File: src/design/assert_macros.svh
// assertion macros used by jsm_datapath
// no dependencies
`ifndef ASSERT_MACROS_SVH
`define ASSERT_MACROS_SVH

// same-cycle implication
`define ASSERT_IMPLIES(name, clk, rst, ante, cons) \
   name: assert property (@(posedge clk) disable iff (rst) (ante) |-> (cons)) \
      else $error("assertion failed");

// next-cycle implication
`define ASSERT_NEXT(name, clk, rst, ante, cons) \
   name: assert property (@(posedge clk) disable iff (rst) (ante) |=> (cons)) \
      else $error("assertion failed");

`endif

File: src/design/jsm_pkg.sv
// shared types for the script minifier: commands from the controller
// and status back from the datapath; no dependencies
package jsm_pkg;

   typedef enum logic [2:0] {
      OP_NONE,
      OP_ACCEPT,
      OP_FEED,
      OP_FIN,
      OP_MARK,
      OP_DRAIN
   } jsm_op_type;

   typedef struct packed {
      jsm_op_type op;
   } jsm_cmd_type;

   typedef struct packed {
      logic room;
      logic drain_room;
      logic step_more;
      logic step_ccc;
      logic rp_pend;
      logic fin_done;
      logic drain_end;
      logic last;
   } jsm_status_type;

endpackage

File: src/design/jsm_datapath.sv
// minifier datapath: scanner state, lookahead, comment store and result queue
// depends on jsm_pkg and assert_macros.svh
`include "assert_macros.svh"

module jsm_datapath import jsm_pkg::*; #(
   parameter int COMMENT_DEPTH = 48
) (
   input  logic           clock,
   input  logic           reset,
   input  jsm_cmd_type    cmd,
   output jsm_status_type st,
   input  logic [7:0]     req_in_byte,
   input  logic           req_in_last,
   output logic           rsp_valid,
   input  logic           rsp_stall,
   output logic [7:0]     rsp_out_byte,
   output logic           rsp_byte_valid,
   output logic           rsp_out_last,
   output logic           rsp_failed
);

   localparam int CW = $clog2(COMMENT_DEPTH + 1);
   localparam int AW = $clog2(COMMENT_DEPTH);
   localparam logic [CW-1:0] DEPTH_C = CW'(COMMENT_DEPTH);

   localparam logic [8:0] TOK_START  = 9'd256;
   localparam logic [8:0] TOK_NAME   = 9'd257;
   localparam logic [8:0] TOK_CCC    = 9'd258;
   localparam logic [8:0] TOK_REGEX  = 9'd259;
   localparam logic [8:0] TOK_STRING = 9'd260;

   localparam logic [1:0] WS_NONE  = 2'd0;
   localparam logic [1:0] WS_SPACE = 2'd1;
   localparam logic [1:0] WS_BREAK = 2'd2;

   localparam logic [7:0] CH_NL    = 8'h0A;
   localparam logic [7:0] CH_CR    = 8'h0D;
   localparam logic [7:0] CH_TAB   = 8'h09;
   localparam logic [7:0] CH_SP    = 8'h20;
   localparam logic [7:0] CH_BANG  = 8'h21;
   localparam logic [7:0] CH_DQ    = 8'h22;
   localparam logic [7:0] CH_SQ    = 8'h27;
   localparam logic [7:0] CH_STAR  = 8'h2A;
   localparam logic [7:0] CH_PLUS  = 8'h2B;
   localparam logic [7:0] CH_DASH  = 8'h2D;
   localparam logic [7:0] CH_SLASH = 8'h2F;
   localparam logic [7:0] CH_LT    = 8'h3C;
   localparam logic [7:0] CH_GT    = 8'h3E;
   localparam logic [7:0] CH_AT    = 8'h40;
   localparam logic [7:0] CH_BS    = 8'h5C;
   localparam logic [7:0] CH_RPAR  = 8'h29;
   localparam logic [7:0] CH_RBRK  = 8'h5D;
   localparam logic [7:0] CH_RBRC  = 8'h7D;

   typedef enum logic [3:0] {
      M_NORMAL,
      M_PSLASH,
      M_PLT,
      M_PDASH,
      M_LINE,
      M_BOPEN,
      M_BPLAIN,
      M_BCCC,
      M_STRING,
      M_REGEX,
      M_HALTED
   } mode_type;

   typedef struct packed {
      logic [1:0]      sc;
      logic [8:0]      tok;
      logic [1:0]      n;
      logic [2:0][7:0] e;
   } emit_type;

   typedef struct packed {
      logic [7:0] data;
      logic       bv;
      logic       last;
      logic       fail;
   } word_type;

   function automatic logic is_ident(input logic [7:0] b);
      return (b >= 8'h61 && b <= 8'h7A) || (b >= 8'h30 && b <= 8'h39) ||
             (b >= 8'h41 && b <= 8'h5A) || b == 8'h5F || b == 8'h24 ||
             b == CH_BS || b >= 8'h7F;
   endfunction

   function automatic logic no_break(input logic [8:0] t);
      return t inside {TOK_START, 9'h03D, 9'h03C, 9'h03E, 9'h03B, 9'h03A, 9'h03F,
                       9'h07C, 9'h026, 9'h05E, 9'h02A, 9'h02F, 9'h021, 9'h02C,
                       9'h028, 9'h05B, 9'h07B};
   endfunction

   function automatic logic is_div(input logic [8:0] t);
      return t == TOK_NAME || t == TOK_REGEX || t == TOK_STRING ||
             t == {1'b0, CH_RPAR} || t == {1'b0, CH_RBRK};
   endfunction

   function automatic emit_type push(input emit_type s, input logic [7:0] b);
      emit_type r;
      r = s;
      r.e[r.n] = b;
      r.n = r.n + 2'd1;
      return r;
   endfunction

   function automatic emit_type space_if(input emit_type s);
      emit_type r;
      r = s;
      if (r.sc == WS_SPACE) begin
         r = push(r, CH_SP);
      end else if (r.sc == WS_BREAK) begin
         r = push(r, CH_NL);
      end
      r.sc = WS_NONE;
      return r;
   endfunction

   function automatic emit_type change_tok(input emit_type s, input logic [8:0] t);
      emit_type r;
      r = s;
      if (r.sc == WS_BREAK && !no_break(r.tok) && t != {1'b0, CH_RPAR} &&
          t != {1'b0, CH_RBRK} && t != {1'b0, CH_RBRC}) begin
         r = push(r, CH_NL);
      end
      r.sc = WS_NONE;
      r.tok = t;
      return r;
   endfunction

   function automatic emit_type put_op(input emit_type s, input logic [7:0] c);
      emit_type r;
      r = s;
      if ((r.tok == {1'b0, c} && (c == CH_PLUS || c == CH_DASH)) ||
          (r.tok == {1'b0, CH_LT} && c == CH_BANG) ||
          (r.tok == {1'b0, CH_BANG} && c == CH_DASH)) begin
         r = space_if(r);
      end
      r = change_tok(r, {1'b0, c});
      r = push(r, c);
      return r;
   endfunction

   logic [1:0]    sc_ff;
   logic [8:0]    tok_ff;
   mode_type      mode_ff, mode_in;
   logic          dq_ff, dq_in;
   logic          esc_ff, esc_in;
   logic [7:0]    la_ff [3];
   logic [7:0]    la_in [3];
   logic [1:0]    lac_ff, lac_in;
   logic [CW-1:0] cnt_ff, cnt_in;
   logic [7:0]    cpb_ff, cpb_in;
   logic [7:0]    pre2_ff, pre2_in;
   logic          err_ff, err_in;
   logic [1:0]    rpc_ff, rpc_in;
   logic [1:0]    rpi_ff, rpi_in;
   logic          curp_ff, curp_in;
   logic [7:0]    cur_ff;
   logic          last_ff;
   logic [CW-1:0] d_ff;
   logic [CW-1:0] dsel_ff;
   logic          dpush_ff;
   logic [7:0]    mem [COMMENT_DEPTH];
   logic [7:0]    mem_q;
   logic [AW-1:0] rd_addr;
   logic          wr_en;
   logic [7:0]    x;
   logic          replay;
   logic          refeed;
   logic          ccc;
   logic          pat_hit;
   logic [1:0]    pat_len;
   emit_type      s;

   word_type      q_ff [4];
   logic [1:0]    wp_ff;
   logic [1:0]    rp_ff;
   logic [2:0]    qc_ff;
   logic [1:0]    push_n;
   word_type      pw [3];
   logic          pop;
   logic [7:0]    dbyte;

   always_comb begin
      replay  = rpi_ff < rpc_ff;
      x       = replay ? la_ff[rpi_ff] : cur_ff;
      s       = '{sc: sc_ff, tok: tok_ff, n: 2'd0, e: '0};
      mode_in = mode_ff;
      dq_in   = dq_ff;
      esc_in  = esc_ff;
      la_in   = la_ff;
      lac_in  = lac_ff;
      cnt_in  = cnt_ff;
      cpb_in  = cpb_ff;
      pre2_in = pre2_ff;
      err_in  = err_ff;
      rpc_in  = rpc_ff;
      rpi_in  = replay ? rpi_ff + 2'd1 : rpi_ff;
      refeed  = 1'b0;
      ccc     = 1'b0;
      wr_en   = 1'b0;
      pat_hit = 1'b0;
      pat_len = (mode_ff == M_PLT) ? 2'd3 : 2'd2;
      if (cmd.op == OP_FIN) begin
         if (!err_ff) begin
            case (mode_ff)
               M_PLT, M_PDASH: begin
                  rpc_in  = lac_ff;
                  rpi_in  = 2'd0;
                  lac_in  = 2'd0;
                  mode_in = M_NORMAL;
                  s = put_op(s, (mode_ff == M_PLT) ? CH_LT : CH_DASH);
               end
               M_PSLASH: begin
                  if (is_div(tok_ff)) begin
                     s = change_tok(s, {1'b0, CH_SLASH});
                     s = push(s, CH_SLASH);
                     mode_in = M_NORMAL;
                  end else begin
                     err_in  = 1'b1;
                     mode_in = M_HALTED;
                  end
               end
               M_NORMAL, M_LINE: begin
               end
               default: begin
                  err_in  = 1'b1;
                  mode_in = M_HALTED;
               end
            endcase
         end
      end else if (!err_ff) begin
         case (mode_ff)
            M_NORMAL: begin
               if (x == CH_NL || x == CH_CR) begin
                  s.sc = WS_BREAK;
               end else if (x == CH_SP || x == CH_TAB) begin
                  if (s.sc == WS_NONE) begin
                     s.sc = WS_SPACE;
                  end
               end else if (x == CH_SQ || x == CH_DQ) begin
                  s = change_tok(s, TOK_STRING);
                  s = push(s, x);
                  dq_in   = (x == CH_DQ);
                  esc_in  = 1'b0;
                  mode_in = M_STRING;
               end else if (x == CH_SLASH) begin
                  mode_in = M_PSLASH;
               end else if (is_ident(x)) begin
                  if (tok_ff == TOK_NAME || tok_ff == TOK_REGEX) begin
                     s = space_if(s);
                  end
                  s = change_tok(s, TOK_NAME);
                  s = push(s, x);
               end else if (x == CH_LT) begin
                  lac_in  = 2'd0;
                  mode_in = M_PLT;
               end else if (x == CH_DASH && (sc_ff == WS_BREAK || tok_ff == TOK_START)) begin
                  lac_in  = 2'd0;
                  mode_in = M_PDASH;
               end else begin
                  s = put_op(s, x);
               end
            end
            M_PSLASH: begin
               if (x == CH_SLASH) begin
                  mode_in = M_LINE;
               end else if (x == CH_STAR) begin
                  cnt_in  = CW'(2);
                  cpb_in  = 8'h00;
                  mode_in = M_BOPEN;
               end else begin
                  refeed = 1'b1;
                  if (is_div(tok_ff)) begin
                     s = change_tok(s, {1'b0, CH_SLASH});
                     s = push(s, CH_SLASH);
                     mode_in = M_NORMAL;
                  end else begin
                     if (tok_ff == {1'b0, CH_SLASH}) begin
                        s = space_if(s);
                     end
                     s = change_tok(s, TOK_REGEX);
                     s = push(s, CH_SLASH);
                     esc_in  = 1'b0;
                     mode_in = M_REGEX;
                  end
               end
            end
            M_PLT, M_PDASH: begin
               if (mode_ff == M_PLT) begin
                  pat_hit = (lac_ff == 2'd0 && x == CH_BANG) ||
                            (lac_ff == 2'd1 && x == CH_DASH) ||
                            (lac_ff == 2'd2 && x == CH_DASH);
               end else begin
                  pat_hit = (lac_ff == 2'd0 && x == CH_DASH) ||
                            (lac_ff == 2'd1 && x == CH_GT);
               end
               if (pat_hit) begin
                  la_in[lac_ff] = x;
                  if (lac_ff + 2'd1 == pat_len) begin
                     lac_in  = 2'd0;
                     mode_in = M_LINE;
                  end else begin
                     lac_in = lac_ff + 2'd1;
                  end
               end else begin
                  refeed  = 1'b1;
                  rpc_in  = lac_ff;
                  rpi_in  = 2'd0;
                  lac_in  = 2'd0;
                  mode_in = M_NORMAL;
                  s = put_op(s, (mode_ff == M_PLT) ? CH_LT : CH_DASH);
               end
            end
            M_LINE: begin
               if (x == CH_NL) begin
                  mode_in = M_NORMAL;
                  s.sc    = WS_BREAK;
               end
            end
            M_BOPEN: begin
               if (x == CH_AT) begin
                  cnt_in  = CW'(3);
                  pre2_in = CH_STAR;
                  mode_in = M_BCCC;
               end else begin
                  mode_in = M_BPLAIN;
               end
               cpb_in = x;
            end
            M_BPLAIN: begin
               if (x == CH_SLASH && cpb_ff == CH_STAR) begin
                  s.sc    = WS_SPACE;
                  mode_in = M_NORMAL;
               end else begin
                  cpb_in = x;
               end
            end
            M_BCCC: begin
               if (x == CH_SLASH && cpb_ff == CH_STAR) begin
                  mode_in = M_NORMAL;
                  if (pre2_ff == CH_AT) begin
                     s   = change_tok(s, TOK_CCC);
                     ccc = 1'b1;
                  end else begin
                     s.sc = WS_SPACE;
                  end
               end else if (cnt_ff >= DEPTH_C) begin
                  err_in  = 1'b1;
                  mode_in = M_HALTED;
               end else begin
                  wr_en   = 1'b1;
                  cnt_in  = cnt_ff + CW'(1);
                  pre2_in = cpb_ff;
                  cpb_in  = x;
               end
            end
            M_STRING: begin
               s = push(s, x);
               if (esc_ff) begin
                  esc_in = 1'b0;
               end else if (x == CH_BS) begin
                  esc_in = 1'b1;
               end else if (x == (dq_ff ? CH_DQ : CH_SQ)) begin
                  mode_in = M_NORMAL;
               end
            end
            M_REGEX: begin
               if (esc_ff) begin
                  esc_in = 1'b0;
                  s = push(s, x);
               end else if (x == CH_BS) begin
                  esc_in = 1'b1;
                  s = push(s, x);
               end else if (x == CH_SLASH) begin
                  s = push(s, x);
                  mode_in = M_NORMAL;
               end else if (x == CH_NL) begin
                  err_in  = 1'b1;
                  mode_in = M_HALTED;
               end else begin
                  s = push(s, x);
               end
            end
            default: begin
            end
         endcase
      end
      curp_in = replay ? curp_ff : refeed;
   end

   assign rd_addr = (d_ff < DEPTH_C) ? d_ff[AW-1:0] : '0;

   always_comb begin
      st.room       = qc_ff <= 3'd1;
      st.drain_room = ({1'b0, qc_ff} + {3'd0, dpush_ff}) <= 4'd3;
      st.step_more  = (rpi_in < rpc_in) || curp_in;
      st.step_ccc   = ccc;
      st.rp_pend    = replay;
      st.fin_done   = err_ff || mode_ff == M_NORMAL || mode_ff == M_LINE;
      st.drain_end  = d_ff == cnt_ff;
      st.last       = last_ff;
   end

   always_comb begin
      if (dsel_ff == CW'(0) || dsel_ff == cnt_ff) begin
         dbyte = CH_SLASH;
      end else if (dsel_ff == CW'(1)) begin
         dbyte = CH_STAR;
      end else if (dsel_ff == CW'(2)) begin
         dbyte = CH_AT;
      end else begin
         dbyte = mem_q;
      end
   end

   always_comb begin
      push_n = 2'd0;
      for (int j = 0; j < 3; j++) begin
         pw[j] = '{data: s.e[j], bv: 1'b1, last: 1'b0, fail: 1'b0};
      end
      if (cmd.op == OP_FEED || cmd.op == OP_FIN) begin
         push_n = s.n;
      end else if (cmd.op == OP_MARK) begin
         push_n = 2'd1;
         pw[0]  = '{data: 8'h00, bv: 1'b0, last: 1'b1, fail: err_ff};
      end else if (dpush_ff) begin
         push_n = 2'd1;
         pw[0]  = '{data: dbyte, bv: 1'b1, last: 1'b0, fail: 1'b0};
      end
   end

   assign pop            = rsp_valid && !rsp_stall;
   assign rsp_valid      = qc_ff != 3'd0;
   assign rsp_out_byte   = q_ff[rp_ff].data;
   assign rsp_byte_valid = q_ff[rp_ff].bv;
   assign rsp_out_last   = q_ff[rp_ff].last;
   assign rsp_failed     = q_ff[rp_ff].fail;

   always_ff @(posedge clock) begin
      if (reset || cmd.op == OP_MARK) begin
         sc_ff   <= WS_NONE;
         tok_ff  <= TOK_START;
         mode_ff <= M_NORMAL;
         dq_ff   <= 1'b0;
         esc_ff  <= 1'b0;
         lac_ff  <= 2'd0;
         cnt_ff  <= '0;
         cpb_ff  <= 8'h00;
         pre2_ff <= 8'h00;
         err_ff  <= 1'b0;
         rpc_ff  <= 2'd0;
         rpi_ff  <= 2'd0;
         curp_ff <= 1'b0;
         last_ff <= 1'b0;
      end else if (cmd.op == OP_ACCEPT) begin
         curp_ff <= 1'b1;
         last_ff <= req_in_last;
      end else if (cmd.op == OP_FEED || cmd.op == OP_FIN) begin
         sc_ff   <= s.sc;
         tok_ff  <= s.tok;
         mode_ff <= mode_in;
         dq_ff   <= dq_in;
         esc_ff  <= esc_in;
         lac_ff  <= lac_in;
         cnt_ff  <= cnt_in;
         cpb_ff  <= cpb_in;
         pre2_ff <= pre2_in;
         err_ff  <= err_in;
         rpc_ff  <= rpc_in;
         rpi_ff  <= rpi_in;
         curp_ff <= curp_in;
      end
   end

   always_ff @(posedge clock) begin
      if (cmd.op == OP_ACCEPT) begin
         cur_ff <= req_in_byte;
      end
      if (cmd.op == OP_FEED) begin
         la_ff <= la_in;
      end
   end

   always_ff @(posedge clock) begin
      if (cmd.op == OP_FEED && wr_en) begin
         mem[cnt_ff[AW-1:0]] <= x;
      end
      mem_q   <= mem[rd_addr];
      dsel_ff <= d_ff;
   end

   always_ff @(posedge clock) begin
      if (reset) begin
         d_ff     <= '0;
         dpush_ff <= 1'b0;
      end else begin
         dpush_ff <= cmd.op == OP_DRAIN;
         if (cmd.op == OP_DRAIN) begin
            d_ff <= (d_ff == cnt_ff) ? '0 : d_ff + CW'(1);
         end
      end
   end

   always_ff @(posedge clock) begin
      for (int j = 0; j < 3; j++) begin
         if (2'(j) < push_n) begin
            q_ff[wp_ff + 2'(j)] <= pw[j];
         end
      end
   end

   always_ff @(posedge clock) begin
      if (reset) begin
         wp_ff <= 2'd0;
         rp_ff <= 2'd0;
         qc_ff <= 3'd0;
      end else begin
         wp_ff <= wp_ff + push_n;
         rp_ff <= rp_ff + {1'b0, pop};
         qc_ff <= qc_ff + {1'b0, push_n} - {2'd0, pop};
      end
   end

   `ASSERT_IMPLIES(a_step_room, clock, reset, cmd.op == OP_FEED || cmd.op == OP_FIN || cmd.op == OP_MARK, qc_ff <= 3'd1)
   `ASSERT_NEXT(a_mark_clears, clock, reset, cmd.op == OP_MARK, !err_ff && mode_ff == M_NORMAL && qc_ff != 3'd0)
   `ASSERT_NEXT(a_err_sticky, clock, reset, err_ff && cmd.op != OP_MARK, err_ff)

endmodule

File: src/design/jsm_ctrl.sv
// minifier controller: sequences accept, scan steps, comment drain and end marker
// depends on jsm_pkg
module jsm_ctrl import jsm_pkg::*; (
   input  logic           clock,
   input  logic           reset,
   input  logic           req_valid,
   output logic           req_stall,
   output jsm_cmd_type    cmd,
   input  jsm_status_type st
);

   typedef enum logic [2:0] {
      S_IDLE,
      S_RUN,
      S_DRAIN,
      S_DWAIT,
      S_FIN
   } state_type;

   state_type state_ff, state_in;

   always_comb begin
      state_in  = state_ff;
      cmd.op    = OP_NONE;
      req_stall = state_ff != S_IDLE;
      case (state_ff)
         S_IDLE: begin
            if (req_valid) begin
               cmd.op   = OP_ACCEPT;
               state_in = S_RUN;
            end
         end
         S_RUN: begin
            if (st.room) begin
               cmd.op = OP_FEED;
               if (st.step_ccc) begin
                  state_in = S_DRAIN;
               end else if (!st.step_more) begin
                  state_in = st.last ? S_FIN : S_IDLE;
               end
            end
         end
         S_DRAIN: begin
            if (st.drain_room) begin
               cmd.op = OP_DRAIN;
               if (st.drain_end) begin
                  state_in = S_DWAIT;
               end
            end
         end
         S_DWAIT: begin
            state_in = st.last ? S_FIN : S_IDLE;
         end
         S_FIN: begin
            if (st.room) begin
               if (st.rp_pend) begin
                  cmd.op = OP_FEED;
               end else if (st.fin_done) begin
                  cmd.op   = OP_MARK;
                  state_in = S_IDLE;
               end else begin
                  cmd.op = OP_FIN;
               end
            end
         end
         default: begin
            state_in = S_IDLE;
         end
      endcase
   end

   always_ff @(posedge clock) begin
      if (reset) begin
         state_ff <= S_IDLE;
      end else begin
         state_ff <= state_in;
      end
   end

endmodule

File: src/design/javascript_minifier_stream.sv
// Streaming script minifier. A source word is taken in by an accept step and scanned in a
// later feed step once the result queue has room; a byte that resolves a held '/', '<' or '-'
// is scanned again after any replayed lookahead bytes, and the byte marked last adds a short
// end-of-script pass and the end marker. Minified words leave through a four-word queue,
// and scanning waits while that queue holds more than one word. A kept /*@ ... @*/
// comment is replayed from the comment store one word per cycle while the queue has room.
// No clearing pass follows reset.
// depends on jsm_pkg, jsm_ctrl and jsm_datapath
module javascript_minifier_stream import jsm_pkg::*; #(
   parameter int COMMENT_DEPTH = 48
) (
   input  logic       clock,
   input  logic       reset,
   input  logic       req_valid,
   output logic       req_stall,
   input  logic [7:0] req_in_byte,
   input  logic       req_in_last,
   output logic       rsp_valid,
   input  logic       rsp_stall,
   output logic [7:0] rsp_out_byte,
   output logic       rsp_byte_valid,
   output logic       rsp_out_last,
   output logic       rsp_failed
);

   jsm_cmd_type    cmd;
   jsm_status_type st;

   jsm_ctrl u_ctrl (
      .clock     (clock),
      .reset     (reset),
      .req_valid (req_valid),
      .req_stall (req_stall),
      .cmd       (cmd),
      .st        (st)
   );

   jsm_datapath #(
      .COMMENT_DEPTH (COMMENT_DEPTH)
   ) u_datapath (
      .clock          (clock),
      .reset          (reset),
      .cmd            (cmd),
      .st             (st),
      .req_in_byte    (req_in_byte),
      .req_in_last    (req_in_last),
      .rsp_valid      (rsp_valid),
      .rsp_stall      (rsp_stall),
      .rsp_out_byte   (rsp_out_byte),
      .rsp_byte_valid (rsp_byte_valid),
      .rsp_out_last   (rsp_out_last),
      .rsp_failed     (rsp_failed)
   );

endmodule
File: config.mk
export PLATFORM = sky130hd
export DESIGN_NAME = javascript_minifier_stream
export DESIGN_NICKNAME = d
export VERILOG_FILES = /design/src/design/jsm_pkg.sv /design/src/design/jsm_datapath.sv /design/src/design/jsm_ctrl.sv /design/src/design/javascript_minifier_stream.sv
export VERILOG_INCLUDE_DIRS = /design/src /design/src/design
export SDC_FILE = /design/constraint.sdc
export NUM_CORES = 1
export LEC_CHECK = 0
export ABC_AREA = 1
export BUFFER_PORTS_ARGS = -buffer_cell sky130_fd_sc_hd__clkbuf_2
export CAP_MARGIN = 20
export CORE_AREA = 3 3 241 243
export CTS_CLUSTER_DIAMETER = 40
export DETAILED_ROUTE_END_ITERATION = 10
export DIE_AREA = 0 0 244 246
export GPL_TIMING_DRIVEN = 0
export PLACE_DENSITY = 0.72
export SLEW_MARGIN = 25
export SYNTH_ARGS = -nofsm -noshare
export SYNTH_HDL_FRONTEND = slang
export SYNTH_SLANG_ARGS = --single-unit
File: constraint.sdc
create_clock -name clock -period 11 [get_ports clock]
set_input_delay 0.55 -clock clock [delete_from_list [all_inputs] [get_ports clock]]
set_output_delay 0.55 -clock clock [all_outputs]
set_load 0.01 [all_outputs]
# == After elaboration in Yosys (flattened, before gate mapping) ==
# Memories as Yosys holds them, arrays and structs flattened. A register that Yosys moved wholly into a read port is not among the register bits.
# Index checks and enable logic that the tools add are counted.
# op_classes
n_mux,318
reduce_logical,122
magnitude_cmp,45
addsub,24
n_eq_ne,225
bitwise,31
# ops
cell,n
$mux 37,50
$mux 26,51
$eq 9x6->1 const B,73
$eq 9x7->1 const B,25
$demux 8 s2,14
$mux 8,28
$pmux 35 s6,1
$bwmux 24,6
$mux 35,4
$mux 25,5
$eq 8x6->1 const B,15
$mux 4,27
$reduce_bool 17->1,6
$and 18x18->18,5
$not 18->18,5
$eq 9x9->1 const B,9
$pmux 37 s2,1
$mux 2,36
$mux 1,54
$logic_and 1x1->1,47
$mux 3,15
$or 15x15->15,3
$mux 11,4
$mux 6,7
other kinds (97),274
# totals
register_bits,103
n_memories,2
in_bits,13
wordCells,792
mem_bits_rw,428
# memory_table
memory,words,word_bits,rd,rd_ports_with_merged_regs,write_ports,line,rtl
u_datapath.mem,48,8,1,1,1,jsm_datapath.sv:165,logic [7:0] mem [COMMENT_DEPTH];
u_datapath.q_ff,4,11,1,1,2,jsm_datapath.sv:177,word_type q_ff [4];

# == Logic depth before layout (Yosys ltp) ==
# Gate-level depths: netlist of run 1.
# depth
ltp_word,60
depth_mapped,34
mapped_depth_nobuf,32

# == Hierarchy ==
# Synthesis of run 1 repeated with hierarchy kept, for this count alone.
# unflattened
cells_unflattened,2750
hier_area_um2,26146.3
# modules_own_cells
mod,seq_area_each_um2,area_per_inst_um2,instances,cells_per_inst
jsm_datapath,15214.6,25871.1,1,2699
jsm_ctrl,60.1,275.3,1,51

# == Worst setup path after synthesis of run 1 ==
# Ideal clock, no wire load.
# synth_path
kind,register -> register
startpoint,register u_datapath.rpc_ff[1]
endpoint,register u_datapath.qc_ff[2]
stages_incl_launch_ff,31
synth_period_minus_slack_ns,4.216
arrival_ns,4.089
slack_ns,6.784
t_required_ns,10.872
path_buffers,0
path_cell_list,dfxtp_1 > inv_1 > ha_1 > nand2_2 > nand2_4 > nand2_1 > nand2_2 > inv_1 > nand2_1 > nor2_1 > nand2_1 > o21ai_0 > nor2_1 > nand3_1 > inv_1 > ha_1 > inv_1 > nand3_1 > nand2_1 > nand2_1 > nand2_1 > nand2_1 > nand2_4 > nand2_1 > nand2_1 > ha_1 > inv_1 > fa_1 > xor2_1 > inv_1 > nor2_1
# synth_between
elab_chain_cells,48
word_cells_on_any_way,119
# synth_lines
item,line,rtl
from (decl),jsm_datapath.sv:157,"logic [1:0] rpc_ff, rpc_in;"
from (signal assigned),jsm_datapath.sv:472,rpc_ff <= rpc_in;
$lt 2x2->1 *,jsm_datapath.sv:187,replay = rpi_ff < rpc_ff;
$mux 8 *,jsm_datapath.sv:188,x = replay ? la_ff[rpi_ff] : cur_ff;
named net u_datapath.x[6],jsm_datapath.sv:169,logic [7:0] x;
"$eq 8x6->1, on equally long branches","jsm_datapath.sv:135, jsm_datapath.sv:137, jsm_datapath.sv:260",
$logic_or 1x1->1,jsm_datapath.sv:135,"if ((r.tok == {1'b0, c} && (c == CH_PLUS || c == CH_DASH)) ||"
$logic_and 1x1->1,jsm_datapath.sv:135,
$logic_or 1x1->1,jsm_datapath.sv:135,
$logic_or 1x1->1,jsm_datapath.sv:136,"(r.tok == {1'b0, CH_LT} && c == CH_BANG) ||"
(+33 left out),--,
$mux 35,jsm_datapath.sv:239,end else if (x == CH_SP || x == CH_TAB) begin
$mux 35,jsm_datapath.sv:237,if (x == CH_NL || x == CH_CR) begin
$pmux 35 s6 *,jsm_datapath.sv:235,case (mode_ff)
$mux 37 *,jsm_datapath.sv:234,end else if (!err_ff) begin
$mux 37 *,jsm_datapath.sv:206,if (cmd.op == OP_FIN) begin
$mux 2 *,jsm_datapath.sv:424,if (cmd.op == OP_FEED || cmd.op == OP_FIN) begin
$add 3x2->3 *,jsm_datapath.sv:523,"qc_ff <= qc_ff + {1'b0, push_n} - {2'd0, pop};"
$sub 3x1->3 *,jsm_datapath.sv:523,
to (signal assigned),jsm_datapath.sv:523,
to (decl),jsm_datapath.sv:180,logic [2:0] qc_ff;
# The timed path passes the listed nets; every way through them passes the cells marked *. The select of a mux whose other input is x is not followed.
# A chain may end at the register's enable or synchronous reset.

# == Worst setup path after layout of run 1 ==
# Ends and elaborated chain as after synthesis.

==> flow_summary.ini, run 1 <==
[sta]
setup_ws_ns = 5.91
slew_headroom = 0.384
maxSlewViolCount = 0
fin_skew_ns = 0.0509
timing.setup.tns_ns = 0
min_period_ns = 5.09
fmax_mhz = 197
finalHoldViolCount = 0
fin_crit_sh = 0.462
rsz0062_at_grt = false
setup_viol = 0
worst_pin_slew_ns = 0.920

[cells_and_area]
postLayoutCoreUtil = 0.536
layout_common_cells = edfxtp_1, nand2_1, nor2_1
fillers = 4912
fin_nets = 2868
syn2layout_area_growth_pct = 15.0
multi_input_area_um2 = 9550
regArea_um2 = 15300
drive_gt1_frac = 0.109
final_cell_area_um2 = 30100
final_common_cell = edfxtp_1

[synthesis]
synthTopCellsByArea = edfxtp_1, dfxtp_1, nand2_1, nor2_1, o21ai_0
synth_top_family_by_area = simple AND/OR/NAND/NOR gates
ys.flop_type = edfxtp_1
synth_nets = 2757
synthAdderAreaFrac = 0.0137
async_flop_share = 0
synth_cell_type_count = 67
yosysTopAreaCell = edfxtp_1
syn_area_um2 = 26200
synth_compound_gate_area_share = 0.141
synth_xor_area_frac = 0.00334
synthMuxAreaShare = 0.000382
yosysSeqAreaShare = 0.583
yosys_warnings = 0
synth.top_cell.area_share = 0.514
synth-edff-count = 448
syn_avg_cell_area_um2 = 9.64
netlist_instances = 2716
yosys.area_share.simple = 0.206
ys_seq_elements = 539

[drt]
vias = 21900
drt_iter0_drc = 2829
wirelength_um = 84200
route.detailed.drc = 0
first_pass_iters = 7
antenna_left = 0
viasPerCell = 6.00
avgRoutedWirePerCell_um = 23.1

[clocking]
cts-buffers-inserted = 73
post-cts-setup-buffers = 0
path_clk_slew_ns = 0.05
root_buffer = clkbuf_16
clock-sinks = 539
cts_tree = yes
holdBufCountCts = 0
h-tree-depth = 3
cts_resized = 0
clkLatencyLatePin_ns = 0.64
cts.path.max_buffers = 3

[setup_path]
cp-end-kind = register
cpMostUsedCell = nand2_1
arrival_ns = 5.56
reg2reg_from = u_datapath.rpc_ff[1]
r2r_cells = 30
cp_max_fo = 57
worstPathRequired_ns = 11.48
slowest_stage = nand2_4
critPathKind = register to register
start_kind = register
critPathLaunch = u_datapath.rpc_ff[1]
slowest_delay_ns = 0.55

[run]
timing.max_cap.violations = 0

[power]
p_leak_nw = 11.1
p_per_area_nw_per_um2 = 294
power.total_mw = 8.85
ir_worst_vdd_mv = 0.244

[floorplan]
rows = 87
die_y_um = 246
start_util = 0.466
core_um2 = 56200
num_io_pins = 26
dieArea_um2 = 60000
die_w_um = 244

[global_routing]
grt_usage = 0.276
grt_overflow = 0
grt_max_degree = 61
first_global_vias = 21000
grt_pass1_wl_um = 126000
grt_antenna_before_repair = 2

[placed_design]
pre_cts_ws_ns = 6.00
gp_congestion = 0.980
hpwl_um = 61200
place_area_um2 = 27600
port-buffer-count = 24

[outcome]
outcome = finished clean

[hold_path]
holdPathStages = 1
hold_path_startpoint = req_in_byte[6]
hold_class = primary input to register
[cell type report]
type | count | share of cell area
inverters | 217 | 0.0273
clock buffers | 86 | 0.0647
clock inverters | 50 | 0.0193
multi-input cells | 1840 | 0.317
repair buffers | 36 | 0.0140
flip-flops and latches | 539 | 0.507
diodes | 1 | 0.0000831
plain buffers | 120 | 0.0188
well taps | 756 | 0.0314
[per-stage QoR]
stage | hold slack (ns) | std cells
2_1_floorplan | 0.364 | 2716
3_3_place_gp | 0.382 | 3496
3_5_place_dp | 0.384 | 3508
4_1_cts | 0.0969 | 3644
5_1_grt | 0.106 | 3644
6_report | 0.116 | 3645
[path summary, 6_finish.rpt]
check | to | slack (ns)
max | u_datapath.qc_ff[2] | 5.91
min | u_datapath.cur_ff[6] | 0.12
max reg2reg | u_datapath.qc_ff[2] | 5.91
min reg2reg | u_datapath.dsel_ff[4] | 0.40
[power by group]
part	switching, mW	internal (mW)
clock	0.985	1.41
sequential	0.0659	2.77
combinational	2.63	0.978
[flip-flops by register name (all words and copies together) (netlist names), 3 cells and up]
signal and cells:
u_datapath.mem 384, u_datapath.mem_q 8, u_datapath.cpb_ff 8, u_datapath.d_ff 6
u_datapath.qc_ff 3, u_ctrl.state_ff 3, u_datapath.cnt_ff 6, u_datapath.dsel_ff 6
u_datapath.la_ff 24, u_datapath.tok_ff 9, u_datapath.q_ff 44, u_datapath.pre2_ff 8
u_datapath.mode_ff 4, u_datapath.cur_ff 8
[worst max-delay path, delay by kind of cell, from the launching register on]
family                     cells  cell delay [ns]
and+or+nand+nor               17             2.35
adders and majority gates      4             1.21
buffers and inverters          7             0.70
DFF                            1             0.34
AOI/OAI and AO/OA              1             0.18
xor gates and xnor gates       1             0.17
[cell usage after synthesis, types with 9 or more instances]
master / instances
nor2_1: 432
nor2_2: 16
o211ai_1: 21
nor4_1: 12
edfxtp_1: 448
o21ai_1: 10
a211oi_1: 17
nor2_4: 9
ha_1: 27
o21bai_1: 13
inv_2: 17
o221ai_1: 75
o22ai_1: 25
inv_1: 196
nand2_4: 19
o32ai_1: 10
dfxtp_1: 91
nor3_1: 38
nand3_2: 12
a31oi_1: 11
buf_6: 10
nand2_2: 39
nand2_1: 439
a21oi_1: 83
o311ai_0: 9
nand4_1: 22
o21ai_0: 280
clkbuf_1: 95
nand3_1: 158
[routing by layer]
metal	vias to the layer above	wire length, µm	GRT usage	part of all wire
li1	9842	-	-	-
met1	10500	34600	0.384	0.41
met2	1277	37000	0.421	0.44
met3	214	9640	0.0661	0.11
met4	2	2940	0.101	0.035
met5	-	15	0	0.00018
[cells by family (layout without fill, tap and decap cells)]
kind of cell | Yosys count | after routing
simple gates | 1208 | 1208
compound gates | 593 | 593
buf+inv | 337 | 509
flops | 539 | 539
fa+ha+maj | 28 | 28
mux | 1 | 1
other cells | 0 | 1
xor+xnor | 10 | 10
(Power assumes the default switching activity.)
==> run 2, diff against run 1 <==
Settings changed: ABC_AREA 1 to 0, CORE_AREA 3 3 241 243 to 3 3 239 241, DIE_AREA 0 0 244 246 to 0 0 242 244.
Clock period 11 ns to 4.9 ns, I/O delays scaled along.
==> flow_summary.ini, run 2 <==
[synthesis]
netlist_instances = 2315
yosysTopAreaCell = edfxtp_1
synthTopCellsByArea = edfxtp_1, dfxtp_1, nand2_1, o22ai_1, a21oi_1
ys_seq_elements = 539
synth-edff-count = 448
async_flop_share = 0
syn_avg_cell_area_um2 = 11.2
yosys_warnings = 0
yosysMostFrequentCell = edfxtp_1
synth.top_cell.area_share = 0.521
syn_area_um2 = 25800
yosysSeqAreaShare = 0.591
synth_cell_type_count = 103
synth_nets = 2356
ys.flop_type = edfxtp_1
synth_common_cells = edfxtp_1, nand2_1, nor2_1, a21oi_1, clkbuf_1

[hold_path]
hold_path_startpoint = rsp_stall
holdPathStages = 4
hold_class = primary input to register
hold_end = u_datapath.rp_ff[0]

[drt]
drt_iter0_drc = 2324
route.detailed.drc = 0
viasPerCell = 6.41
first_pass_iters = 6
vias = 21000
avgRoutedWirePerCell_um = 26.0
wirelength_um = 85000
antenna_left = 0

[cells_and_area]
syn2layout_area_growth_pct = 18.5
layout_common_cells = edfxtp_1, nand2_1, nor2_1
largest_reg_flops = 384
fin_nets = 2509
drive_gt1_frac = 0.140
diodes = 0
final_common_cell = edfxtp_1
fillers = 4593

[sta]
setup_ws_ns = 0.00929
fmax_mhz = 204
worst_pin_slew_ns = 1.04
maxSlewViolCount = 0
fin_skew_ns = 0.0441
rsz0062_at_grt = true
slew_headroom = 0.303
setup_viol = 0
finalHoldViolCount = 0
fin_crit_sh = 0.998
min_period_ns = 4.89

[clocking]
root_buffer = clkbuf_16
path_clk_slew_ns = 0.06
cts_tree = yes
cts.path.max_buffers = 3
clock-sinks = 539
cts-buffers-inserted = 74
h-tree-depth = 3
clkLatencyLatePin_ns = 0.64

[floorplan]
die_w_um = 242
num_io_pins = 26
dieArea_um2 = 59000
die_y_um = 244
core_um2 = 55100
start_util = 0.469
rows = 86

[setup_path]
critPathKind = register to register
reg2reg_from = u_datapath.rpi_ff[1]
cp_num_buf_inv = 4
worstPathRequired_ns = 5.40
arrival_ns = 5.39
rr_endpoint = u_datapath.qc_ff[2]
cp-end-kind = register
cp_max_fo = 10
crit_family = compound AO/OA/AOI/OAI gates
slowest_delay_ns = 0.52
slowest_stage = a2bb2oi_1
r2r_cells = 17
path_cells = buf_8 -> buf_6 -> mux2i_2 -> a2bb2oi_1 -> nand4_1 -> a21oi_1 -> nor2_1 -> a21o_1 -> mux2_2 -> o311a_1 -> buf_6 -> inv_6 -> ha_1 -> fa_2 -> xnor2_2 -> xnor2_1 -> nor2_1
start_kind = register
rrSetupSlack_ns = 0.009

[power]
power_switching_mw = 3.33
swShare = 0.273
pwr-share-comb = 0.135
clockPowerShare = 0.435
power.total_mw = 12.2
ir_worst_vdd_mv = 0.298
seqPwrFrac = 0.430
p_per_area_nw_per_um2 = 398
p_int_mw = 8.86
p_leak_nw = 10.2

[placed_design]
pre_cts_ws_ns = -1.57
hpwl_um = 58400
gp_congestion = 0.987
port-buffer-count = 25

[outcome]
outcome = finished clean

[run]
timing.max_cap.violations = 0

[global_routing]
grt_antenna_before_repair = 2
grt_pass1_wl_um = 126000
grt_overflow = 0
grt_usage = 0.280
grt_max_degree = 60
first_global_vias = 20300
## run 2: changes by cell type after synthesis, sizes merged, moves of 24 or more
cell,delta
nor2,-302
o21ai,-218
inv,-171
nand2,-163
nand3,-106
o22ai,+89
o221ai,-61
a311oi,+56
a31oi,+54
a21oi,+42
mux2i,+41
a211oi,+28
clkbuf,+26
nor3,+24
## run 2: how the worst max path moves through the flow
stage | from | end | cells after the start
2_1_floorplan | u_datapath.rpc_ff[1] | u_datapath.q_ff[1][10] | 21
3_3_place_gp | u_datapath.rpi_ff[1] | u_datapath.q_ff[0][3] | 13
3_5_place_dp | u_datapath.rpc_ff[1] | u_datapath.q_ff[1][10] | 21
4_1_cts | u_datapath.tok_ff[8] | u_datapath.qc_ff[2] | 17
5_1_grt | u_datapath.rpc_ff[1] | u_datapath.qc_ff[2] | 21
6_report | u_datapath.rpi_ff[1] | u_datapath.qc_ff[2] | 17
## run 2: tightest hold or removal path, cell delays in order
cell      delay [ns]
clkbuf_2        0.08
a21oi_1         0.05
ha_1            0.26
nor2b_1         0.11
## run 2: logic make-up after synthesis
logic type / share of synthesized area
adder cells (fa/ha/maj): 0.0139
buffers and inverters: 0.0318
flip-flops: 0.591
AO/OA/AOI/OAI: 0.170
multiplexers: 0.0300
XOR/XNOR: 0.0132
AND/OR/NAND/NOR: 0.150
## run 2: metal layers
layer | GRT usage | vias to the layer above | share of wire
met5 | 0 | - | 0
met4 | 0.112 | 0 | 0.039
met3 | 0.0554 | 232 | 0.095
met2 | 0.448 | 1147 | 0.46
met1 | 0.378 | 10400 | 0.41
li1 | - | 9233 | -
## run 2: per-stage QoR
stage	utilization	hold slack, ns	setup TNS, ns	instances	area, µm²
finish	0.556	0.180	0	3276	30600
global route	0.556	0.190	-0.877	3276	30600
CTS	0.548	0.168	0	3257	30200
detailed placement	0.490	0.337	-112.11	3091	27000
global placement	0.488	0.337	-119.98	3088	26900
floorplan	-	0.317	0	2315	25800
## run 2: power groups by stage
stage	Combinational [mW]	Clock [mW]	Sequential, mW
global placement	1.36	0	5.35
finish	1.64	5.30	5.25
detailed placement	1.40	0	5.34
floorplan	0.877	0	5.32
CTS	1.56	5.34	5.25
global route	1.73	5.54	5.25
## run 2: layout make-up
cell class | instances | area [µm²] | area share
repair buffers | 77 | 637 | 0.0208
flip-flops and latches | 539 | 15300 | 0.499
multi-input cells | 1575 | 10300 | 0.336
clock inverters | 51 | 588 | 0.0192
well taps | 748 | 936 | 0.0306
plain buffers | 157 | 766 | 0.0250
clock buffers | 85 | 1910 | 0.0625
inverters | 44 | 219 | 0.00715
## run 2: timing repair
| item | 4_1_cts | 5_1_grt |
|---|---|---|
| setup buffers | 20 | 17 |
| setup endpoints to repair | 218 | 102 |
| pin swaps | 14 | 20 |
| cloned | 0 | 2 |
| gates resized for setup | 91 | 56 |
| hold endpoints to repair | 10 | 0 |
| hold buffers | 10 | 0 |
